<file path="config.mk">
export PLATFORM = sky130hd
export DESIGN_NAME = aspect_ratio_reducer_top
export DESIGN_NICKNAME = d
export VERILOG_FILES = /design/src/design/arr_pkg.sv /design/src/design/arr_gcd.sv /design/src/design/arr_div.sv /design/src/design/aspect_ratio_reducer_top.sv
export SDC_FILE = /design/constraint.sdc
export NUM_CORES = 1
export LEC_CHECK = 0
export ABC_AREA = 0
export BUFFER_PORTS_ARGS = -buffer_cell sky130_fd_sc_hd__buf_2
export CORE_UTILIZATION = 30
export CTS_CLUSTER_DIAMETER = 50
export DETAILED_ROUTE_END_ITERATION = 7
export PLACE_DENSITY_LB_ADDON = 0.1
export SYNTH_ARGS = -nofsm -noshare
export SYNTH_HDL_FRONTEND = slang
export SYNTH_SLANG_ARGS = --single-unit
export TNS_END_PERCENT = 10
</file>
<file path="constraint.sdc">
create_clock -name clk_i -period 3.2 [get_ports clk_i]
set_input_delay 0.96 -clock clk_i [delete_from_list [all_inputs] [get_ports clk_i]]
set_output_delay 0.96 -clock clk_i [all_outputs]
set_load 0.02 [all_outputs]
</file>
<file path="src/design/arr_pkg.sv">
package arr_pkg;

  // operand width of both inputs and all results
  localparam int OPERAND_BITS = 16;
  // bits for a count of shared factors of two, or of divider steps
  localparam int STEP_BITS = $clog2(OPERAND_BITS);

  typedef logic [OPERAND_BITS-1:0] operand_t;
  typedef logic [STEP_BITS-1:0]    step_t;

  // top-level sequencer
  typedef enum logic [1:0] {
    T_IDLE,
    T_GCD,
    T_DIV_W,
    T_DIV_H
  } top_state_e;

  // binary divisor search
  typedef enum logic [1:0] {
    G_IDLE,
    G_REDUCE,
    G_SCALE
  } gcd_state_e;

  // request to the serial divider
  typedef struct packed {
    logic     start;
    operand_t dividend;
    operand_t divisor;
  } div_req_t;

  // answer from the serial divider
  typedef struct packed {
    logic     done;
    operand_t quotient;
  } div_rsp_t;

endpackage

</file>
<file path="src/design/arr_gcd.sv">
module arr_gcd (
  input  logic              clk_i,
  input  logic              rst_ni,
  input  logic              start_i,
  input  arr_pkg::operand_t a_i,
  input  arr_pkg::operand_t b_i,
  output logic              done_o,
  output arr_pkg::operand_t gcd_o
);
  import arr_pkg::*;

  gcd_state_e state_q, state_d;
  operand_t   a_q, a_d;
  operand_t   b_q, b_d;
  step_t      k_q, k_d;
  logic       done_q, done_d;
  operand_t   diff;
  logic       a_gt_b;

  // one compare and subtract per step
  assign a_gt_b = a_q > b_q;
  assign diff   = a_gt_b ? (a_q - b_q) : (b_q - a_q);

  // next state
  always_comb begin
    state_d = state_q;
    case (state_q)
      G_IDLE: begin
        if (start_i) state_d = G_REDUCE;
      end
      G_REDUCE: begin
        if (b_q == '0) state_d = G_SCALE;
      end
      G_SCALE: begin
        if (k_q == '0) state_d = G_IDLE;
      end
      default: state_d = G_IDLE;
    endcase
  end

  // datapath: strip twos, subtract odd values, then restore shared twos
  always_comb begin
    a_d    = a_q;
    b_d    = b_q;
    k_d    = k_q;
    done_d = 1'b0;
    case (state_q)
      G_IDLE: begin
        if (start_i) begin
          a_d = a_i;
          b_d = b_i;
          k_d = '0;
        end
      end
      G_REDUCE: begin
        if (b_q == '0) begin
          a_d = a_q;
        end else if (!a_q[0] && !b_q[0]) begin
          a_d = a_q >> 1;
          b_d = b_q >> 1;
          k_d = k_q + step_t'(1);
        end else if (!a_q[0]) begin
          a_d = a_q >> 1;
        end else if (!b_q[0]) begin
          b_d = b_q >> 1;
        end else begin
          if (a_gt_b) a_d = b_q;
          b_d = diff;
        end
      end
      G_SCALE: begin
        if (k_q == '0) begin
          done_d = 1'b1;
        end else begin
          a_d = a_q << 1;
          k_d = k_q - step_t'(1);
        end
      end
      default: begin
        done_d = 1'b0;
      end
    endcase
  end

  // hold control state
  always_ff @(posedge clk_i or negedge rst_ni) begin
    if (!rst_ni) begin
      state_q <= G_IDLE;
      done_q  <= 1'b0;
    end else begin
      state_q <= state_d;
      done_q  <= done_d;
    end
  end

  // advance operands
  always_ff @(posedge clk_i) begin
    a_q <= a_d;
    b_q <= b_d;
    k_q <= k_d;
  end

  assign done_o = done_q;
  assign gcd_o  = a_q;

endmodule

</file>
<file path="src/design/arr_div.sv">
module arr_div (
  input  logic              clk_i,
  input  logic              rst_ni,
  input  arr_pkg::div_req_t req_i,
  output arr_pkg::div_rsp_t rsp_o
);
  import arr_pkg::*;

  logic                  run_q, run_d;
  logic                  done_q, done_d;
  step_t                 cnt_q, cnt_d;
  operand_t              rem_q, rem_d;
  operand_t              quo_q, quo_d;
  operand_t              den_q, den_d;
  logic [OPERAND_BITS:0] trial;
  logic [OPERAND_BITS:0] shifted;
  logic                  fits;

  // bring down the next dividend bit and try the divisor
  assign shifted = {rem_q, quo_q[OPERAND_BITS-1]};
  assign fits    = shifted >= {1'b0, den_q};
  assign trial   = shifted - {1'b0, den_q};

  // one quotient bit per cycle
  always_comb begin
    run_d  = run_q;
    done_d = 1'b0;
    cnt_d  = cnt_q;
    rem_d  = rem_q;
    quo_d  = quo_q;
    den_d  = den_q;
    if (req_i.start) begin
      run_d = 1'b1;
      cnt_d = step_t'(OPERAND_BITS - 1);
      rem_d = '0;
      quo_d = req_i.dividend;
      den_d = req_i.divisor;
    end else if (run_q) begin
      rem_d = fits ? trial[OPERAND_BITS-1:0] : shifted[OPERAND_BITS-1:0];
      quo_d = {quo_q[OPERAND_BITS-2:0], fits};
      cnt_d = cnt_q - step_t'(1);
      if (cnt_q == '0) begin
        run_d  = 1'b0;
        done_d = 1'b1;
      end
    end
  end

  // hold control state
  always_ff @(posedge clk_i or negedge rst_ni) begin
    if (!rst_ni) begin
      run_q  <= 1'b0;
      done_q <= 1'b0;
    end else begin
      run_q  <= run_d;
      done_q <= done_d;
    end
  end

  // shift the remainder and quotient words
  always_ff @(posedge clk_i) begin
    cnt_q <= cnt_d;
    rem_q <= rem_d;
    quo_q <= quo_d;
    den_q <= den_d;
  end

  assign rsp_o.done     = done_q;
  assign rsp_o.quotient = quo_q;

endmodule

</file>
<file path="src/design/aspect_ratio_reducer_top.sv">
// Reduces a width/height word to its simplest ratio. A word is taken when
// start_i is high and busy_o is low; one result follows, shown for a single
// cycle with valid_o high, and it must be captured then since the receiver
// cannot stall the block. If either operand is zero the result comes the
// next cycle with invalid_o set and all other fields zero. Otherwise the
// binary divisor search runs one shift or subtract per cycle, then doubles
// the result once per shared factor of two and hands over the divisor; the
// serial divider then produces each ratio at one quotient bit per cycle.
// busy_o stays high for the whole computation and the result shows in the
// cycle in which it falls.
module aspect_ratio_reducer_top (
  input  logic              clk_i,
  input  logic              rst_ni,
  input  logic              start_i,
  output logic              busy_o,
  input  arr_pkg::operand_t width_in_i,
  input  arr_pkg::operand_t height_in_i,
  output logic              valid_o,
  output arr_pkg::operand_t common_divisor_o,
  output arr_pkg::operand_t ratio_width_o,
  output arr_pkg::operand_t ratio_height_o,
  output logic              invalid_o
);
  import arr_pkg::*;

  top_state_e state_q, state_d;
  operand_t   w_q, h_q, g_q;
  operand_t   rw_q, rh_q;
  logic       inv_q;
  logic       valid_q, valid_d;
  logic       take, zero_op;
  logic       gcd_start, gcd_done;
  operand_t   gcd_val;
  div_req_t   div_req;
  div_rsp_t   div_rsp;
  logic       load_op, load_g, load_rw, load_rh, load_zero;

  assign take    = start_i && (state_q == T_IDLE);
  assign zero_op = (width_in_i == '0) || (height_in_i == '0);

  arr_gcd u_gcd (
    .clk_i   (clk_i),
    .rst_ni  (rst_ni),
    .start_i (gcd_start),
    .a_i     (width_in_i),
    .b_i     (height_in_i),
    .done_o  (gcd_done),
    .gcd_o   (gcd_val)
  );

  arr_div u_div (
    .clk_i  (clk_i),
    .rst_ni (rst_ni),
    .req_i  (div_req),
    .rsp_o  (div_rsp)
  );

  // next state
  always_comb begin
    state_d = state_q;
    case (state_q)
      T_IDLE: begin
        if (take && !zero_op) state_d = T_GCD;
      end
      T_GCD: begin
        if (gcd_done) state_d = T_DIV_W;
      end
      T_DIV_W: begin
        if (div_rsp.done) state_d = T_DIV_H;
      end
      T_DIV_H: begin
        if (div_rsp.done) state_d = T_IDLE;
      end
      default: state_d = T_IDLE;
    endcase
  end

  // sequencer outputs
  always_comb begin
    gcd_start        = 1'b0;
    div_req.start    = 1'b0;
    div_req.dividend = h_q;
    div_req.divisor  = g_q;
    load_op          = 1'b0;
    load_g           = 1'b0;
    load_rw          = 1'b0;
    load_rh          = 1'b0;
    load_zero        = 1'b0;
    valid_d          = 1'b0;
    case (state_q)
      T_IDLE: begin
        if (take && zero_op) begin
          load_zero = 1'b1;
          valid_d   = 1'b1;
        end else if (take) begin
          gcd_start = 1'b1;
          load_op   = 1'b1;
        end
      end
      T_GCD: begin
        div_req.dividend = w_q;
        div_req.divisor  = gcd_val;
        if (gcd_done) begin
          div_req.start = 1'b1;
          load_g        = 1'b1;
        end
      end
      T_DIV_W: begin
        if (div_rsp.done) begin
          div_req.start = 1'b1;
          load_rw       = 1'b1;
        end
      end
      T_DIV_H: begin
        if (div_rsp.done) begin
          load_rh = 1'b1;
          valid_d = 1'b1;
        end
      end
      default: begin
        valid_d = 1'b0;
      end
    endcase
  end

  // hold control state
  always_ff @(posedge clk_i or negedge rst_ni) begin
    if (!rst_ni) begin
      state_q <= T_IDLE;
      valid_q <= 1'b0;
    end else begin
      state_q <= state_d;
      valid_q <= valid_d;
    end
  end

  // capture operands and results
  always_ff @(posedge clk_i) begin
    if (load_op) begin
      w_q   <= width_in_i;
      h_q   <= height_in_i;
      inv_q <= 1'b0;
    end
    if (load_g) g_q <= gcd_val;
    if (load_rw) rw_q <= div_rsp.quotient;
    if (load_rh) rh_q <= div_rsp.quotient;
    if (load_zero) begin
      g_q   <= '0;
      rw_q  <= '0;
      rh_q  <= '0;
      inv_q <= 1'b1;
    end
  end

  assign busy_o           = state_q != T_IDLE;
  assign valid_o          = valid_q;
  assign common_divisor_o = g_q;
  assign ratio_width_o    = rw_q;
  assign ratio_height_o   = rh_q;
  assign invalid_o        = inv_q;

endmodule

</file>
After elaboration in Yosys (flattened, before gate mapping)
Index checks and enable logic that the tools add are counted.

Word-level logic and storage cells: 124. Output and inout bits: 51. Flip-flop bits (word level): 177. Input bits: 35.

Order comparisons: 2. Mux-type cells: 53. Equal/unequal tests: 18. $add $sub $neg: 6. Reduce and logical (&&, ||, !) cells: 25.

Operators with widths (number): $mux W16 (16); $logic_not A16 Y1 (3); $pmux W16 S3 (1); $sub A16 B16 Y16 (3); $mux W32 (1); $pmux W16 S2 (1); $mux W1 (18); $ge A17 B16 Y1 (1); $gt A16 B16 Y1 (1); $mux W4 (4); $mux W2 (7); $ne A2 B1 Y1 const B (7); $pmux W4 S3 (1); $reduce_and A4 Y1 (3); $logic_not A4 Y1 (2); $ne A4 B4 Y1 const B (2); $pmux W2 S4 (1); $sub A4 B1 Y4 const B (2); $eq A2 B2 Y1 const B (3); $ne A2 B2 Y1 const B (3); $pmux W2 S3 (1); $reduce_and A6 Y1 (1); $reduce_bool A2 Y1 (3); $reduce_and A5 Y1 (1); 10 further kinds (18).

Depth between registers and ports, before layout
Depth after elaboration: 7. Depth in mapped cells: 13. Gate-level depth less buffers: 11.

Hierarchy
Synthesis repeated with hierarchy kept, for this count alone.

Cells, all modules: 1112. Area, all modules: 10510.1 um2.

By module, submodules not included: arr_gcd (cells each 470, sequential area each 1156.1 um2, instances 1, area an instance 3970.1 um2); aspect_ratio_reducer_top (cells each 325, sequential area each 2016.9 um2, instances 1, area an instance 3379.5 um2); arr_div (cells each 317, sequential area each 1411.4 um2, instances 1, area an instance 3160.5 um2).

Least setup slack after synthesis
OpenSTA, ideal clock, no wires.

Kind: input port to flip-flop. Start: input port height_in_i[13]. End: register u_gcd.b_q[0] (enable). Path buffers: 0. Arrival: 2696 ps. Stages: 5. Setup slack: 90 ps. Data required time: 2786 ps. Library setup time: 414 ps. Path through: nor4_1 -> nand4_1 -> nand4_1 -> and2_1 -> a211oi_1.

Word-level cells in the longest chain between the ends: 7.

Ends and longest elaborated chain: start: declaration (line aspect_ratio_reducer_top.sv:17) `input arr_pkg::operand_t height_in_i,`; $logic_not A16 Y1 (line aspect_ratio_reducer_top.sv:39) `assign zero_op = (width_in_i == '0) || (height_in_i == '0);`; $logic_or A1 B1 Y1 (line aspect_ratio_reducer_top.sv:39); $logic_and A1 B1 Y1 (line aspect_ratio_reducer_top.sv:92) `if (take && zero_op) begin`; $mux W1 (line aspect_ratio_reducer_top.sv:92); $mux W1 (line aspect_ratio_reducer_top.sv:90) `case (state_q)`; $ne A2 B2 Y1 (no source line); $reduce_and A4 Y1 (no source line); end signal: assignment (line arr_gcd.sv:99) `b_q <= b_d;`; end: declaration (line arr_gcd.sv:14) `operand_t b_q, b_d;`.

No other way between the ends. A chain may end at the register's enable or synchronous reset.

Final worst setup path
Start: register u_gcd.a_q[0], in the netlist u_gcd.gcd_o[0]. End: register u_gcd.b_q[12], data pin.

Word-level cells in the longest chain between the ends: 7. Elaborated cells between the ends (all ways): 11. Those cells by class: add/sub: 2; order compare: 1; mux: 6; reduce/logical: 2.

Ends and longest elaborated chain: start: declaration (line arr_gcd.sv:13) `operand_t a_q, a_d;`; start signal: assignment (line arr_gcd.sv:98) `a_q <= a_d;`; $sub A16 B16 Y16 / $gt A16 B16 Y1 (equally long branches) (line arr_gcd.sv:22, arr_gcd.sv:21); $mux W16 (line arr_gcd.sv:22) `assign diff = a_gt_b ? (a_q - b_q) : (b_q - a_q);`; $mux W16 (line arr_gcd.sv:64) `end else if (!b_q[0]) begin`; $mux W16 (line arr_gcd.sv:62) `end else if (!a_q[0]) begin`; $mux W16 (*) (line arr_gcd.sv:58) `end else if (!a_q[0] && !b_q[0]) begin`; $mux W16 (*) (line arr_gcd.sv:56) `if (b_q == '0) begin`; $pmux W16 S2 (*) (line arr_gcd.sv:47) `case (state_q)`; via u_gcd.b_d[12] (line arr_gcd.sv:14).

Mark *: on every way through the listed nets, which the timed path passes. The rest lies on a longest branch. The select of a mux whose other input is x is not followed.

==> results.md <==
• slowest cell delay on critical path: 0.39 ns
• Syn Std Cell Area: 0.0100 mm²
• drt first-iter violations: 513
• maximum fanout along the worst path: 5
• post-synthesis sequential area ratio: 45.7%
• WP data arrival: 3.35 ns
• clock slew at reported path FFs: 0.07 ns
• area after detailed placement: 0.0113 mm²
• chip height: 185 µm
• slowest cell on the critical path: sky130_fd_sc_hd__edfxtp_1
• number of endpoints with negative hold slack in the final report: 0
• final design instance area without fill: 0.0120 mm²
• syn avg cell area: 9.24 µm²
• pwr/cell area: 978 mW/mm²
• startpoint type of the worst setup path: flop
• fraction of registers with async set/reset: 4.52%
• setup violators final: 0
• Least-Margin Pin Slew: 0.790 ns
• ratio of cells with drive above 1 in the final layout: 18.8%
• Yosys warnings: 0
• maximum clock skew at final layout: 0.0149 ns
• insertion delay to the later sink of the worst-skew pair: 0.44 ns
• PortBufs: 85
• setup repair after global routing missed its margin: true
• leakage: 0.00522 µW
• floorplan die area: 0.0342 mm²
• non-filler cells, final: 1,662
• most frequent cells in the layout: sky130_fd_sc_hd__nand2_1, sky130_fd_sc_hd__a21oi_1, sky130_fd_sc_hd__edfxtp_1, sky130_fd_sc_hd__nor2_1, sky130_fd_sc_hd__buf_2
• kind of cell adding the most delay to the critical path: compound AO/OA/AOI/OAI gates
• cell count after synthesis: 1,085
• run status: finished clean
• EDFF count, synth: 100
• most common cell after layout, fill and taps aside: sky130_fd_sc_hd__nand2_1
• number of standard-cell rows in the floorplan: 66
• upper clock frequency limit: 0.316 GHz
• Netlist cell types: 68
• max-cap viol count: 0
• drc violations: 0
• maximum number of pins on one net before global-route repair: 36
• number of nets in the synthesized netlist: 1,184
• relative slew slack: 47.4%
• period utilization: 98.8%
• deepest clock path buffer count: 2
• placed cells: 1,628
• number of global-route vias before repair: 8,189
• sequence of cells on the critical path: inv_2 > ha_1 > fa_1 > nand3b_1 > a21oi_2 > o31ai_1 > a31oi_1 > buf_4 > mux2_4 > a31oi_2 > mux2i_1 > a211o_1
• total global routing track utilization: 19.3%
• initial antenna violation count: 0
• ys flop type: sky130_fd_sc_hd__edfxtp_1
• count of vias placed by the detailed router: 8,250
• CTS hold repair buffers: 0
• total count of max-transition violations in the final report: 0
• HPWL reported at the end of detailed placement: 24,700 µm
• overall routed net length: 32,000 µm
• leftover overflow at the end of global routing: 0
• required time at the worst-slack endpoint: 3.39 ns
• clock buffer count from CTS: 17
• Clk Tree Root Cell: sky130_fd_sc_hd__clkbuf_16
• Max H-tree Level: 4
• drt wl/cell: 19.3 µm
• clock tree sinks: 177
• standard cell core area: 0.0327 mm²
• final core occ: 36.6%
• ports placed on the boundary: 86
• buffers plus inverters on the worst setup path: 2
• Yosys reg bits: 177
• TritonCTS clock tree: built
• global-route wire length before repair: 49,100 µm
• Max rail drop VDD: 0.000474 V
• first-pass detailed-route iteration total: 8
• worst hold slack: 0.366 ns
• ANT nets after route: 0
• Register-to-Register Path Depth: 12
• kind of capture point of the worst setup path: flop
• total power consumption of the routed design: 11,700 µW
• Net count, final: 1,306
• initial core utilization: 30.7%
• Worst Path Class, Setup: reg -> reg
• worst hold path type: in -> async
• final RePlAce weighted congestion: 0.859
• width of the chip: 185 µm
• fin crit period: 3.16 ns
• Via-to-Cell Ratio: 4.96
• # diodes: 0
• Syn-to-layout area delta: 19.5%
• worst-case register-to-register setup slack: 0.04 ns
• capturing point of the worst reg2reg path: u_gcd.b_q[12]
• Reg2Reg Launch Point: u_gcd.gcd_o[0]
==> Yosys cell counts, types with 3 or more instances <==
cell type	number	area [µm²]
sky130_fd_sc_hd__a211o_1	6	52.6
sky130_fd_sc_hd__a211oi_1	9	67.6
sky130_fd_sc_hd__a21o_1	13	97.6
sky130_fd_sc_hd__a21oi_1	138	691
sky130_fd_sc_hd__a31oi_1	12	75.1
sky130_fd_sc_hd__and2_1	10	62.6
sky130_fd_sc_hd__and3_1	3	18.8
sky130_fd_sc_hd__buf_2	4	20.0
sky130_fd_sc_hd__buf_4	3	22.5
sky130_fd_sc_hd__buf_6	6	67.6
sky130_fd_sc_hd__clkbuf_1	38	143
sky130_fd_sc_hd__dfrtp_1	8	200
sky130_fd_sc_hd__dfxtp_1	69	1380
sky130_fd_sc_hd__edfxtp_1	100	3000
sky130_fd_sc_hd__fa_1	4	80.1
sky130_fd_sc_hd__ha_1	60	751
sky130_fd_sc_hd__inv_1	75	282
sky130_fd_sc_hd__mux2_2	20	225
sky130_fd_sc_hd__mux2i_1	39	390
sky130_fd_sc_hd__nand2_1	156	586
sky130_fd_sc_hd__nand2b_1	9	56.3
sky130_fd_sc_hd__nand3_1	12	60.1
sky130_fd_sc_hd__nand4_1	10	62.6
sky130_fd_sc_hd__nor2_1	86	323
sky130_fd_sc_hd__nor2b_1	10	62.6
sky130_fd_sc_hd__nor3_1	10	50.1
sky130_fd_sc_hd__nor4_1	16	100
sky130_fd_sc_hd__o211ai_1	4	30.0
sky130_fd_sc_hd__o21a_1	4	30.0
sky130_fd_sc_hd__o21ai_0	67	335
sky130_fd_sc_hd__o21bai_1	4	30.0
sky130_fd_sc_hd__o221ai_1	3	26.3
sky130_fd_sc_hd__o22a_1	3	26.3
sky130_fd_sc_hd__o31ai_1	4	30.0
sky130_fd_sc_hd__or3_1	8	50.1
sky130_fd_sc_hd__xnor2_1	14	123
sky130_fd_sc_hd__xor2_1	10	87.6
==> report_power, final <==
group	internal [µW]	switching (µW)	total, µW	leakage, µW
clock network	1200	987	2190	0.000300
logic	2500	3670	6180	0.00333
registers	2980	375	3360	0.00159
==> state kept, by name, indices dropped and copies added, names as in the netlist, 4 cells and up <==
name	cells
common_divisor_o	16
h_q	16
ratio_height_o	16
ratio_width_o	16
u_div.den_q	16
u_div.quo_q	16
u_div.rem_q	16
u_gcd.b_q	16
u_gcd.gcd_o	16
w_q	16
u_div.cnt_q	4
u_gcd.k_q	4
==> layer usage <==
| metal | share of wire, % | global-route usage [%] | vias to the layer above |
|---|---|---|---|
| met5 | 0 | 0 | - |
| met2 | 46 | 31.1 | 183 |
| met1 | 48 | 26.4 | 3950 |
| met4 | 2.5 | 6.21 | 0 |
| met3 | 3.7 | 2.69 | 36 |
| li1 | - | - | 4081 |
==> worst max path at each step <==
stage,cells past startpoint,from,end,slack (ns)
after floorplan,5,height_in_i[13],u_gcd.b_q[0],0.09
after global placement,11,u_gcd.gcd_o[0],u_gcd.b_q[14],-0.08
after detailed placement,11,u_gcd.gcd_o[0],u_gcd.b_q[14],-0.05
after CTS,12,u_gcd.gcd_o[0],u_gcd.b_q[12],0.02
after global routing,10,u_gcd.b_q[11],u_gcd.b_q[12],-0.03
final,12,u_gcd.gcd_o[0],u_gcd.b_q[12],0.04
==> what timing repair did <==
item                       in CTS  in global routing
gates resized for setup         2                  6
buffers inserted                0                  2
pin swaps                       0                  1
setup endpoints to repair       3                  7
==> worst register-to-register path: stages (launching register included) <==
cell and delay, ns:
sky130_fd_sc_hd__edfxtp_1 0.39, sky130_fd_sc_hd__inv_2 0.07, sky130_fd_sc_hd__ha_1 0.23, sky130_fd_sc_hd__fa_1 0.38, sky130_fd_sc_hd__nand3b_1 0.21, sky130_fd_sc_hd__a21oi_2 0.21
sky130_fd_sc_hd__o31ai_1 0.12, sky130_fd_sc_hd__a31oi_1 0.22, sky130_fd_sc_hd__buf_4 0.21, sky130_fd_sc_hd__mux2_4 0.31, sky130_fd_sc_hd__a31oi_2 0.15, sky130_fd_sc_hd__mux2i_1 0.13
sky130_fd_sc_hd__a211o_1 0.28
==> cells by family after synthesis <==
logic type               count (synthesis)  share of synthesized area (%)
buffers and inverters                  129                           5.55
AND/OR/NAND/NOR                        342                           15.2
AO/OA/AOI/OAI                          289                           16.8
multiplexers                            60                           6.29
XOR/XNOR                                24                           2.10
adder cells (fa/ha/maj)                 64                           8.29
flip-flops                             177                           45.7
==> cell type report <==
type | count | area [µm²]
timing repair buffer | 157 | 1000
sequential | 177 | 4580
clock inverter | 9 | 82.6
tap | 442 | 553
inverter | 75 | 282
fill | 3392 | 20700
clock buffer | 23 | 532
multi-input combinational | 779 | 4940
==> stage by stage <==
step / setup TNS, ns / worst slack (ns)
2_1_floorplan: 0 / 0.0902
3_3_place_gp: -0.0761 / -0.0761
3_5_place_dp: -0.0517 / -0.0473
4_1_cts: 0 / 0.0151
5_1_grt: -0.0647 / -0.0336
6_report: 0 / 0.0376
No activity file was read; power rests on OpenSTA's default activity.
